## config.mk

```make
export PLATFORM = sky130hd
export DESIGN_NAME = knn_ram
export DESIGN_NICKNAME = d
export VERILOG_FILES = /design/src/hw/rtl/knn_ram.sv
export SDC_FILE = /design/constraint.sdc
export NUM_CORES = 1
export LEC_CHECK = 0
export BUFFER_PORTS_ARGS = -buffer_cell sky130_fd_sc_hd__clkbuf_2
export CAP_MARGIN = 20
export CORE_UTILIZATION = 30
export CTS_BUF_LIST = sky130_fd_sc_hd__clkbuf_2 sky130_fd_sc_hd__clkbuf_4 sky130_fd_sc_hd__clkbuf_8
export CTS_CLUSTER_SIZE = 8
export DETAILED_ROUTE_END_ITERATION = 6
export SYNTH_ARGS = -nofsm -noshare
export SYNTH_HDL_FRONTEND = slang
export SYNTH_SLANG_ARGS = --single-unit
```

## constraint.sdc

```tcl
create_clock -name clk_i -period 1.4 [get_ports clk_i]
set_input_delay 0.42 -clock clk_i [delete_from_list [all_inputs] [get_ports clk_i]]
set_output_delay 0.42 -clock clk_i [all_outputs]
set_load 0.1 [all_outputs]
```

## src/hw/rtl/knn_ram.sv

```systemverilog
`default_nettype none

module knn_ram #(
  parameter int Width = 8,
  parameter int Depth = 2
) (
  input  wire logic                     clk_i,
  input  wire logic                     we_i,
  input  wire logic [$clog2(Depth)-1:0] waddr_i,
  input  wire logic [Width-1:0]         wdata_i,
  input  wire logic                     re_i,
  input  wire logic [$clog2(Depth)-1:0] raddr_i,
  output      logic [Width-1:0]         rdata_o
);

  logic [Width-1:0] mem_q [Depth];
  logic [Width-1:0] rdata_q;

  // Write port
  always_ff @(posedge clk_i) begin
    if (we_i) begin
      mem_q[waddr_i] <= wdata_i;
    end
  end

  // Registered read, hold data when not enabled
  always_ff @(posedge clk_i) begin
    if (re_i) begin
      rdata_q <= mem_q[raddr_i];
    end
  end

  assign rdata_o = rdata_q;

endmodule

`default_nettype wire

```

==> run metrics, run 1 <==
largest net degree at the start of global routing 14; PD cells 1250 mW/mm^2; Layout Area Growth over Synthesis 32.6%; Max-Cap Viols 0; family with the most delay on the worst path flip-flops; Die Ht 55.7 um; Compound-Gate Fraction of Synth Area 0%; chip width 55.7 um; H-Tree Depth 1; Worst R2R Start mem_q[0][6]; Period minus WS final 1.37 ns; FF+latch area 721 um^2; Mapped Cells 35; Synth warnings 0; CTS clk-pin slew, worst paths 0.12 ns; run status finished, final reports clean; Setup Buffers After CTS 0; post-synthesis xor/xnor area fraction 0%; Pwr Total 0.00144 W; Post-Synth Adder-Cell Area 0%; critical-path cell list buf_12; final hold violation count 0; Leakage Power 0.445 nW; arrival time of the worst setup path 0.95 ns; syn avg cell area 24.7 um^2; Core Area 0.00273 mm^2; routed length per instance 12.6 um; routed wire length 1130 um; most frequent cells in the layout edfxtp_1 (24), clkbuf_2 (12), mux2_4 (8), buf_12 (8), clkbuf_4 (3); CTS Buf Count 3; CP Capture Type output pin; Num Clock Sinks 24; worst-skew pair later-pin latency 0.30 ns; worst path bufs/invs 1; GRT Overall Usage 8.41%; worst-path fanout max 1; f_max 0.732 GHz; Hold Slack 0.292 ns; Final Setup Violations 0; mux share of post-synthesis cell area 13.9%; Syn Nets 48; Overflow after GRT 0; critical path startpoint category flop; via count 372; Clock Root Buffer clkbuf_4; Post-route DRC 0; Multi-input gate area 133 um^2; Non-Filler Instances 90; HP Class in -> reg; Post-Synth Simple-Gate Area 1.45%; placed insts 86; IO Count 21; cell area after synthesis 865 um^2; VDD IR max 0.713 mV; register bit count reported by yosys 24; diode count 0; flop-to-flop setup slack 0.50 ns; Worst Setup SP rdata_o[1]; global-route wire length before repair 1930 um; Starting DRT DRC Count 6; CTS tree done; filler instances 248; Util after Layout 41.9%; post-DR vias/cell 4.13; initial antenna violation count 0; measured slew at the worst slew-check pin 0.379 ns; post-synthesis cell type count 5; Worst Path Class, Setup reg -> out; Routed Antenna Nets 0; clk_skew 0.00109 ns; data required time of the critical path 0.98 ns; hold_buf cts 0; Max stage delay on crit path 0.45 ns; die area 0.00310 mm^2; vias in the first global route 416; fin crit share 97.5%; largest family of logic cells by synthesized area multiplexers; RSZ-0062 raised after global routing true; total iterations of the first detailed-routing run 3; Final Max Slew Viols 0; # port buffers 20; commonest non-fill, non-tap cell in the layout edfxtp_1; sequential area share after synthesis 83.4%; share of layout cells above drive strength 1 54.2%; Placer Congestion 0.598; Clock Path Buffers 2; slowest CP cell edfxtp_1; Final nets 73; hold path startpoint wdata_i[4]; initial core utilization 31.6%; standard-cell rows 19; slew margin rel. 74.8%
==> layer usage <==
layer / vias up / part of all wire (%) / global-route usage [%]
li1: 185 / - / -
met1: 168 / 44 / 10.5
met2: 15 / 48 / 13.1
met3: 4 / 4.4 / 1.40
met4: 0 / 3.2 / 6.43
met5: - / 0 / 0
==> synth_stat cells <==
cell,number,area [um^2]
nor2b_1,1,6.26
mux2_4,8,120
and2_1,1,6.26
buf_6,1,11.3
edfxtp_1,24,721
==> what timing repair did <==
action,in CTS,in global routing
setup endpoints to repair,0,1
gates resized for setup,0,0
endpoints found under the hold margin,0,0
==> metrics by stage <==
stage | instance area [um^2] | setup WS (ns) | setup TNS, ns
6_report | 1150 | 0.0345 | 0
5_1_grt | 1150 | -0.00469 | -0.00469
4_1_cts | 1150 | 0.0237 | 0
3_5_place_dp | 1120 | 0.128 | 0
3_3_place_gp | 1120 | 0.147 | 0
2_1_floorplan | 865 | 0.0760 | 0
==> cell type report <==
cell class	count	share of cell area, %
tap	31	3.38
multi-input combinational	10	11.6
timing repair buffer	21	19.9
clock buffer	3	1.97
clock inverter	1	0.328
sequential	24	62.9
==> state kept, by name, indices dropped and copies added, names as in the netlist <==
signal / cells
mem_q: 16
rdata_o: 8
==> path summary, 6_finish.rpt <==
kind,end,cells past startpoint
setup / recovery,rdata_o[1],1
setup reg to reg,rdata_o[6],1
hold / removal,mem_q[0][4],1
hold reg to reg,rdata_o[7],1
==> cell families (layout without fill, tap and decap cells) <==
family / Yosys count / after routing
muxes: 8 / 8
buffers and inverters: 1 / 25
DFF: 24 / 24
and+or+nand+nor: 2 / 2
==> power breakdown <==
group	total (W)	internal [W]	leakage, nW	switching (W)
clock	0.000296	0.000104	0.0154	0.000192
combinational	0.000267	0.000108	0.201	0.000160
sequential	0.000872	0.000849	0.228	0.0000226
(Power assumes the default switching activity.)
==> inputs of run 2 (changes only) <==
--- a/config.mk
+++ b/config.mk
@@ -11,6 +11,7 @@
 export CTS_BUF_LIST = sky130_fd_sc_hd__clkbuf_2 sky130_fd_sc_hd__clkbuf_4 sky130_fd_sc_hd__clkbuf_8
 export CTS_CLUSTER_SIZE = 8
 export DETAILED_ROUTE_END_ITERATION = 6
+export MAX_ROUTING_LAYER = met4
 export SYNTH_ARGS = -nofsm -noshare
 export SYNTH_HDL_FRONTEND = slang
 export SYNTH_SLANG_ARGS = --single-unit
==> constraint.sdc (replaced) <==
create_clock -name clk_i -period 1.6 [get_ports clk_i]
set_input_delay 0.48 -clock clk_i [delete_from_list [all_inputs] [get_ports clk_i]]
set_output_delay 0.48 -clock clk_i [all_outputs]
set_load 0.1 [all_outputs]
==> run 2 against run 1 <==
Cell count unchanged. Sequential power shrank 14%. Combinational power shrank 26%. Power fell by 16%. Sequential share of layout area rose by 6.0 points. First-iteration DRC count increased by 83%. Via count is 1.6% lower. Critical path depth stayed put. Non-clock buffer count is the same. Worst setup slack improved by 0.14 ns. Die area unchanged. Critical endpoint is now rdata_o[4]. Largest cell class unchanged. Largest power group unchanged.
==> run metrics, run 2 (synthesized netlist as in run 1, its figures left out) <==
Leakage Power 0.408 nW (-8.3%); Starting DRT DRC Count 11 (+5); worst-path fanout max 1 (unchanged); Final nets 73 (unchanged); total iterations of the first detailed-routing run 4 (+1); Die Ht 55.7 um (unchanged); Final Setup Violations 0 (unchanged); diode count 0 (unchanged); critical-path cell list buf_4; clk_skew 0.000363 ns (-0.000729 ns); CTS tree done; PD cells 1150 mW/mm^2 (-8.0%); Final Max Slew Viols 0 (unchanged); post-CTS resize count 0 (unchanged); initial antenna violation count 0 (unchanged); Core Area 0.00273 mm^2 (unchanged); CTS Buf Count 3 (unchanged); Layout Area Growth over Synthesis 21.0%; final setup margin 0.173 ns (+0.138 ns); Final TNS setup 0 ns (unchanged); standard-cell rows 19 (unchanged); filler instances 249 (+0.40%); vias in the first global route 362 (-13%); Util after Layout 38.3% (-3.7 points); FF+latch area 721 um^2 (unchanged); Routed Antenna Nets 0 (unchanged); Max stage delay on crit path 0.36 ns (-0.09 ns); GRT Overall Usage 7.43% (-0.98 points); Pwr Total 0.00120 W (-16%); CTS clk-pin slew, worst paths 0.12 ns (about the same); HP Class in -> reg; Multi-input gate area 133 um^2 (unchanged); # port buffers 20 (unchanged); share of layout cells above drive strength 1 54.2% (unchanged); Num Clock Sinks 24 (unchanged); Hold Slack 0.361 ns (+0.0691 ns); hold_buf cts 0 (unchanged); measured slew at the worst slew-check pin 0.358 ns (-0.0206 ns); most frequent cells in the layout edfxtp_1 (24), clkbuf_2 (12), buf_4 (9); arrival time of the worst setup path 0.95 ns (about the same); data required time of the critical path 1.12 ns (+0.14 ns); commonest non-fill, non-tap cell in the layout edfxtp_1; post-place setup slack 0.260 ns (+0.132 ns); IO Count 21 (unchanged); Period minus WS final 1.43 ns; Top reg by flops mem_q; post-DR vias/cell 4.07 (-1.6%); H-Tree Depth 1 (unchanged); family with the most delay on the worst path flip-flops; f_max 0.701 GHz; run status finished, final reports clean; initial core utilization 31.6% (unchanged); slew margin rel. 76.1% (+1.4 points); routed wire length 1020 um (-9.7%); routed length per instance 11.4 um (-9.7%); worst-skew pair later-pin latency 0.30 ns (about the same); CP Capture Type output pin; Setup Buffers After CTS 0 (unchanged); Placer Congestion 0.654 (+9.4%); slowest CP cell edfxtp_1; critical path startpoint category flop; die area 0.00310 mm^2 (unchanged); largest net degree at the start of global routing 14 (unchanged); via count 366 (-1.6%); Max-Cap Viols 0 (unchanged); RSZ-0062 raised after global routing false; Clock Path Buffers 2 (unchanged); Clock Root Buffer clkbuf_4; global-route wire length before repair 1660 um (-14%); chip width 55.7 um (unchanged); Post-route DRC 0 (unchanged); Overflow after GRT 0 (unchanged); final hold violation count 0 (unchanged); Largest register FFs 16 (unchanged); worst path bufs/invs 1 (unchanged); flop-to-flop setup slack 0.70 ns (+0.20 ns); VDD IR max 0.576 mV (-19%); Worst Path Class, Setup reg -> out; fin crit share 89.2%
[run 2: area by class of cell]
class / instances / area share [%]
clock buffers: 3 / 2.15
clock inverters: 1 / 0.359
multi-input cells: 10 / 12.7
flip-flops and latches: 24 / 68.9
well taps: 31 / 3.71
repair buffers: 21 / 12.2
[run 2: report_power, final]
group	leakage, nW	internal, W	switching [W]
sequential	0.228	0.000742	0.0000105
combinational	0.164	0.0000580	0.000139
clock	0.0154	0.0000908	0.000165
total	0.408	0.000891	0.000314
[run 2: final timing paths]
| kind | from | endpoint | cells past startpoint |
|---|---|---|---|
| max | rdata_o[4] | rdata_o[4] | 1 |
| min | wdata_i[1] | mem_q[1][1] | 1 |
| max reg2reg | mem_q[0][4] | rdata_o[4] | 1 |
| min reg2reg | mem_q[1][3] | rdata_o[3] | 1 |
[run 2: per-stage QoR]
step                      area (um^2)  std cells
after CTS                        1050         90
after global placement           1020         86
after global routing             1050         90
after floorplan                   865         35
final                            1050         90
after detailed placement         1020         86
[run 2: layer usage]
layer	global-route usage, %	up-vias	share of wire [%]
met5	-	-	0
met2	10.2	12	45
met3	2.09	2	3.8
met4	4.29	0	1.3
met1	9.89	168	50
li1	-	184	-
