[src/hw/rtl/knn_pkg.sv]
`default_nettype none

package knn_pkg;

  // Defaults for the top-level parameters
  localparam int DefNumPoints    = 1024;
  localparam int DefMaxNeighbors = 16;

  // Fixed field widths
  localparam int IdWidth      = 10;
  localparam int DistWidth    = 32;
  localparam int SlotWidth    = 4;
  localparam int CountWidth   = 5;
  localparam int ApbAddrWidth = 3;
  localparam int ApbDataWidth = 32;

  // Operation codes
  localparam logic OP_OFFER = 1'b0;
  localparam logic OP_READ  = 1'b1;

  // Register word indexes
  localparam logic REG_NEIGHBOR_COUNT = 1'b0;

  localparam logic [CountWidth-1:0] NeighborCountReset = CountWidth'(8);

  // One list entry as stored in memory
  typedef struct packed {
    logic                 fresh;
    logic [DistWidth-1:0] distance;
    logic [IdWidth-1:0]   id;
  } entry_t;

  localparam int EntryWidth = $bits(entry_t);

  // Status of one processed word
  typedef struct packed {
    logic write;
    logic updated;
    logic read_valid;
  } upd_status_t;

endpackage

`default_nettype wire

[src/hw/rtl/knn_row_update.sv]
`default_nettype none

module knn_row_update #(
  parameter int MaxNeighbors = knn_pkg::DefMaxNeighbors,
  parameter int CntW         = $clog2(MaxNeighbors + 1)
) (
  input  wire logic                                     op_i,
  input  wire logic                                     in_range_i,
  input  wire knn_pkg::entry_t [MaxNeighbors-1:0]       row_i,
  input  wire logic [CntW-1:0]                          fill_i,
  input  wire logic [CntW-1:0]                          count_i,
  input  wire logic [knn_pkg::IdWidth-1:0]              nid_i,
  input  wire logic [knn_pkg::DistWidth-1:0]            dist_i,
  input  wire logic [knn_pkg::SlotWidth-1:0]            slot_i,
  output      knn_pkg::entry_t [MaxNeighbors-1:0]       row_o,
  output      logic [CntW-1:0]                          fill_o,
  output      knn_pkg::entry_t                          rd_entry_o,
  output      knn_pkg::upd_status_t                     status_o
);

  import knn_pkg::*;

  logic [CntW-1:0]         f;
  logic [CntW-1:0]         ins;
  logic                    found;
  logic [MaxNeighbors-1:0] dup;
  logic                    dup_hit;
  logic [DistWidth-1:0]    row_ceiling;
  logic                    considered;
  logic                    accept;
  logic                    slot_ok;
  entry_t                  new_entry;
  entry_t                  sel_entry;

  // Scan the list: insertion point, duplicates, current maximum
  always_comb begin
    f           = (fill_i < count_i) ? fill_i : count_i;
    row_ceiling = '1;
    ins         = f;
    found       = 1'b0;
    dup         = '0;
    dup_hit     = 1'b0;
    for (int i = 0; i < MaxNeighbors; i++) begin
      if (CntW'(i + 1) == fill_i) begin
        row_ceiling = row_i[i].distance;
      end
      dup[i] = (CntW'(i) < f) && (row_i[i].id == nid_i);
      if (!found && (((CntW'(i) < f) && (row_i[i].distance > dist_i)) ||
                     (CntW'(i) == f))) begin
        ins   = CntW'(i);
        found = 1'b1;
      end
    end
    for (int i = 0; i < MaxNeighbors; i++) begin
      if (dup[i] && (CntW'(i) <= ins)) begin
        dup_hit = 1'b1;
      end
    end
    considered = (row_ceiling > dist_i) || (f < count_i);
    accept     = in_range_i && (op_i == OP_OFFER) && considered && !dup_hit &&
                 (ins < count_i);
  end

  // Build the shifted row with the candidate in place
  always_comb begin
    new_entry.fresh    = 1'b1;
    new_entry.distance = dist_i;
    new_entry.id       = nid_i;
    for (int j = 0; j < MaxNeighbors; j++) begin
      if ((CntW'(j) >= count_i) || (CntW'(j) < ins)) begin
        row_o[j] = row_i[j];
      end else if (CntW'(j) == ins) begin
        row_o[j] = new_entry;
      end else begin
        row_o[j] = row_i[(j == 0) ? 0 : j - 1];
      end
    end
    fill_o = (f < count_i) ? f + CntW'(1) : count_i;
  end

  // Select the entry for a read
  always_comb begin
    slot_ok   = (int'(slot_i) < MaxNeighbors) && (int'(slot_i) < int'(fill_i));
    sel_entry = '0;
    for (int i = 0; i < MaxNeighbors; i++) begin
      if (int'(slot_i) == i) begin
        sel_entry = row_i[i];
      end
    end
    rd_entry_o = '0;
    if (in_range_i && (op_i == OP_READ) && slot_ok) begin
      rd_entry_o = sel_entry;
    end
  end

  assign status_o.write      = accept;
  assign status_o.updated    = accept;
  assign status_o.read_valid = in_range_i && (op_i == OP_READ) && slot_ok;

endmodule

`default_nettype wire

[config.mk]
export PLATFORM = sky130hd
export DESIGN_NAME = knn_row_update
export DESIGN_NICKNAME = d
export VERILOG_FILES = /design/src/hw/rtl/knn_pkg.sv /design/src/hw/rtl/knn_row_update.sv
export SDC_FILE = /design/constraint.sdc
export NUM_CORES = 2
export LEC_CHECK = 0
export ABC_CLOCK_PERIOD_IN_PS = 5500
export BUFFER_PORTS_ARGS = -buffer_cell sky130_fd_sc_hd__buf_2
export CAP_MARGIN = 5
export CELL_PAD_IN_SITES_DETAIL_PLACEMENT = 1
export CELL_PAD_IN_SITES_GLOBAL_PLACEMENT = 2
export CORE_AREA = 2 2 572 574
export DETAILED_ROUTE_END_ITERATION = 6
export DIE_AREA = 0 0 574 576
export GPL_TIMING_DRIVEN = 0
export PLACE_DENSITY = 0.47
export SYNTH_ARGS = -nofsm -noshare
export SYNTH_HDL_FRONTEND = slang
export SYNTH_SLANG_ARGS = --single-unit
[constraint.sdc]
create_clock -name vclk -period 5.5
set_input_delay 0.275 -clock vclk [all_inputs]
set_output_delay 0.275 -clock vclk [all_outputs]
set_load 0.02 [all_outputs]
==> results.yml <==
floorplan:
  die_outline_width_um: 574
  design.core.area_mm2: 0.325
  number_of_core_rows: 210
  design.portCount: 1485
  floorplan.die.height_um: 576
  floorplan.initialDensity: 0.113
  die_area_mm2: 0.331
final_layout:
  final_layout_size_suffix_gt1_frac: 0.411
  final.fill_count: 39259
  seq_cell_count: 0
  sequential_cell_area_um2: 0
  syn2layout_area_growth_pct: 81.6
  layout.nets: 9113
  footprint_of_the_multi_input_gates_mm2: 0.0405
  count_of_clock_buffers_in_the_final_design: 0
  post_layout_utilization_of_the_core: 0.205
  final_area_mm2: 0.0665
power_and_ir_drop:
  total_power_mw: 12.2
  cellPowerDensity_mw_per_mm2: 184
  netSwitchingPower_mw: 8.35
  share_of_power_burned_in_combinational_logic: 1.000
  switching_share: 0.683
  share_clk_of_total_power: 0
  worst_ir_drop_vdd_v: 0.000141
  p_int_mw: 3.87
  static-leakage-power_nw: 27.4
  power.sequential.fraction: 0
synth:
  post_synth_top_area_share: 0.192
  post_synth_top_area_cell: "ha_1"
  synthesized_netlist_net_count: 7139
  syn_area_mm2: 0.0366
  syn_area_per_cell_um2: 6.28
  synth_cell_type_count: 95
  synth_sequential_area_ratio: 0
  postSynthCellCount: 5831
  yosysWarnings: 0
  synth_area_leaders: "ha_1 (19%), a21oi_1 (11%), mux2i_1 (9.3%), nor2_1 (7.0%), nand2_1 (6.2%)"
worst_setup_path:
  cp.buffers_inverters: 6
  cell_seen_most_often_among_critical_path_stages: "o21ai_0"
  crit_path_max_incr_delay_ps: 600
  slowest_stage: "buf_2"
  crit_path_end_kind: "output pin"
  cp_top_family: "simple AND/OR/NAND/NOR gates"
  timing.setup.critical_path_class: "primary input to output pin"
  cp.required_ps: 5220
  cp-start-kind: "primary input"
  worst_setup_path_startpoint: "fill_i[3]"
  timing.critical_path.cells: "clkbuf_4, inv_1, nor2_4, nand2_2, buf_2, nand3_1, o21ai_0, o21ai_0, o21ai_0, ha_1, nand4_1, nor2_4, o2111ai_4, a31oi_4, a2111oi_4, buf_6, o21ai_2, o211ai_1, nor3_1, o2111a_1, nand4_1, nor3_4, buf_4, buf_6"
  cp_max_fo: 10
  crit_arrival_ps: 6010
outcome:
  status: "finished with violations"
  violations: "DRC, capacitance limit, slew limit, setup timing"
hold_path:
  hold_path.class: "primary input to output pin"
  hold-path-endpoint: "row_o[219]"
  hold-path-cell-count: 4
  worstHoldStart: "row_i[219]"
drt:
  drc: 6
  avgRoutedWirePerCell_um: 52.7
  antenna_violating_nets_post_route: 0
  finalWirelength_um: 647000
  drt_iter0_markers: 8390
  detail_route.vias_per_cell: 5.43
  vias: 66672
  detail_route.first_pass.iterations: 7
sta:
  whs_ps: 980
  worst_pin_slew_ps: 1600
  final_min_period_over_clock_period: 1.14
  final-hold-violation-count: 0
  post-route-worst-setup-slack_ps: -785
  setup_viol: 600
  layout_min_cycle_time_ps: 6290
  slew_headroom: -0.0640
  report.final.slew_viol_count: 33
  rsz0062_at_grt: "true"
  fmax_mhz: 159
grt:
  number_of_global_route_vias_before_repair: 62807
  grt_first_pass_wirelength_um: 781000
  grt-ovfl-total: 0
  grt.total_usage: 0.368
  grt_max_degree: 26
  number_of_antenna_violations_at_the_first_check_in_global_routing: 271
placed_design:
  port-buffer-count: 1442
  gpl.final_weighted_congestion: 0.999
  postPlaceCellArea_mm2: 0.0502
  placement.setup.worst_slack_ps: -5460
  half_perimeter_wire_length_of_the_detailed_placement_result_um: 530000
job:
  max-cap-violations: 3
clock_network:
  cts_hold_buf: 0
metrics by stage:
step           TNS (ps)  std cells
3_5_place_dp   -2957670      11673
2_1_floorplan         0       5831
4_1_cts         -132690      11977
3_3_place_gp   -4155030      11619
5_1_grt         -234040      12220
6_report        -202140      12270
power groups by stage:
stage	logic (mW)	clock network, mW	registers, mW
CTS	11.0	0	0
global placement	9.31	0	0
floorplan	4.09	0	0
finish	12.2	0.000000662	0
detailed placement	9.43	0	0
global route	12.5	0.00000167	0
cell usage in the layout, fill, tap and decap left out, drive strengths merged, types with 33 or more instances in the layout:
master and instances:
mux2 43, mux2i 342, clkbuf 333, o21ai 583, a31oi 40, nand4 166, inv 56, a21oi 832
buf 2082, nand2 611, xor2 78, xnor2 85, clkinv 65, nor3 149, a21o 53, diode 121
a22o 49, nor2 688, nor2b 33, a22oi 161, nand3 114, nor4 78, ha 562, a221oi 74
o22ai 179
logic make-up after synthesis:
logic type | after synthesis | share of synthesized area
compound gates | 2200 | 0.358
xor+xnor | 163 | 0.0390
fa+ha+maj | 562 | 0.192
buf+inv | 572 | 0.0652
mux | 385 | 0.107
simple gates | 1949 | 0.239
final cells by class:
class                           count  area share
Buffer                            468      0.0683
Timing Repair Buffer             1949       0.211
Tap cell                         4346      0.0817
Antenna cell                      121     0.00455
Multi-Input combinational cell   5259       0.608
Inverter                           92      0.0179
Timing Repair inverter             35     0.00829
cells in the mapped netlist (all sizes together) (16+ instances only):
| cell type | count |
|---|---|
| inv | 60 |
| clkinv | 32 |
| nand3 | 114 |
| or2 | 16 |
| mux2i | 342 |
| a221oi | 74 |
| a211oi | 23 |
| nor4 | 78 |
| xor2 | 78 |
| and3 | 19 |
| a21o | 53 |
| o22ai | 179 |
| o31ai | 30 |
| nand4 | 166 |
| nand2b | 19 |
| a22oi | 161 |
| nor2 | 688 |
| o211ai | 29 |
| nor3 | 149 |
| o21a | 23 |
| a31oi | 40 |
| nand2 | 611 |
| nor2b | 33 |
| a21oi | 832 |
| o21ai | 583 |
| clkbuf | 349 |
| xnor2 | 85 |
| ha | 562 |
| and4 | 16 |
| a22o | 49 |
| buf | 131 |
| mux2 | 43 |
worst min-delay path: cells and delay by family:
family                 cells  cell delay [ps]
buffers and inverters      2              300
AOI/OAI and AO/OA          1               70
and+or+nand+nor            1               60
repair_timing:
action / 4_1_cts / 5_1_grt
setup buffers: 271 / 156
pin swaps: 165 / 185
endpoints found under the setup margin: 695 / 700
gates cloned: 42 / 23
gates resized for setup: 1597 / 1182
layer usage:
metal	global-route usage	wire, µm	vias to the layer above
met5	0	603	-
met4	0.234	51700	92
met3	0.0828	57800	1239
met2	0.548	268000	4917
met1	0.476	269000	34322
li1	-	-	26102
how the worst max path moves through the flow:
| stage | to | slack [ps] | depth (start not counted) |
|---|---|---|---|
| after global routing | status_o[1] | -870 | 33 |
| after global placement | row_o[239] | -7620 | 20 |
| after detailed placement | row_o[239] | -5460 | 19 |
| final | status_o[1] | -790 | 24 |
| after CTS | status_o[2] | -570 | 36 |
| after floorplan | status_o[1] | 10 | 29 |
(Power assumes the default switching activity.)
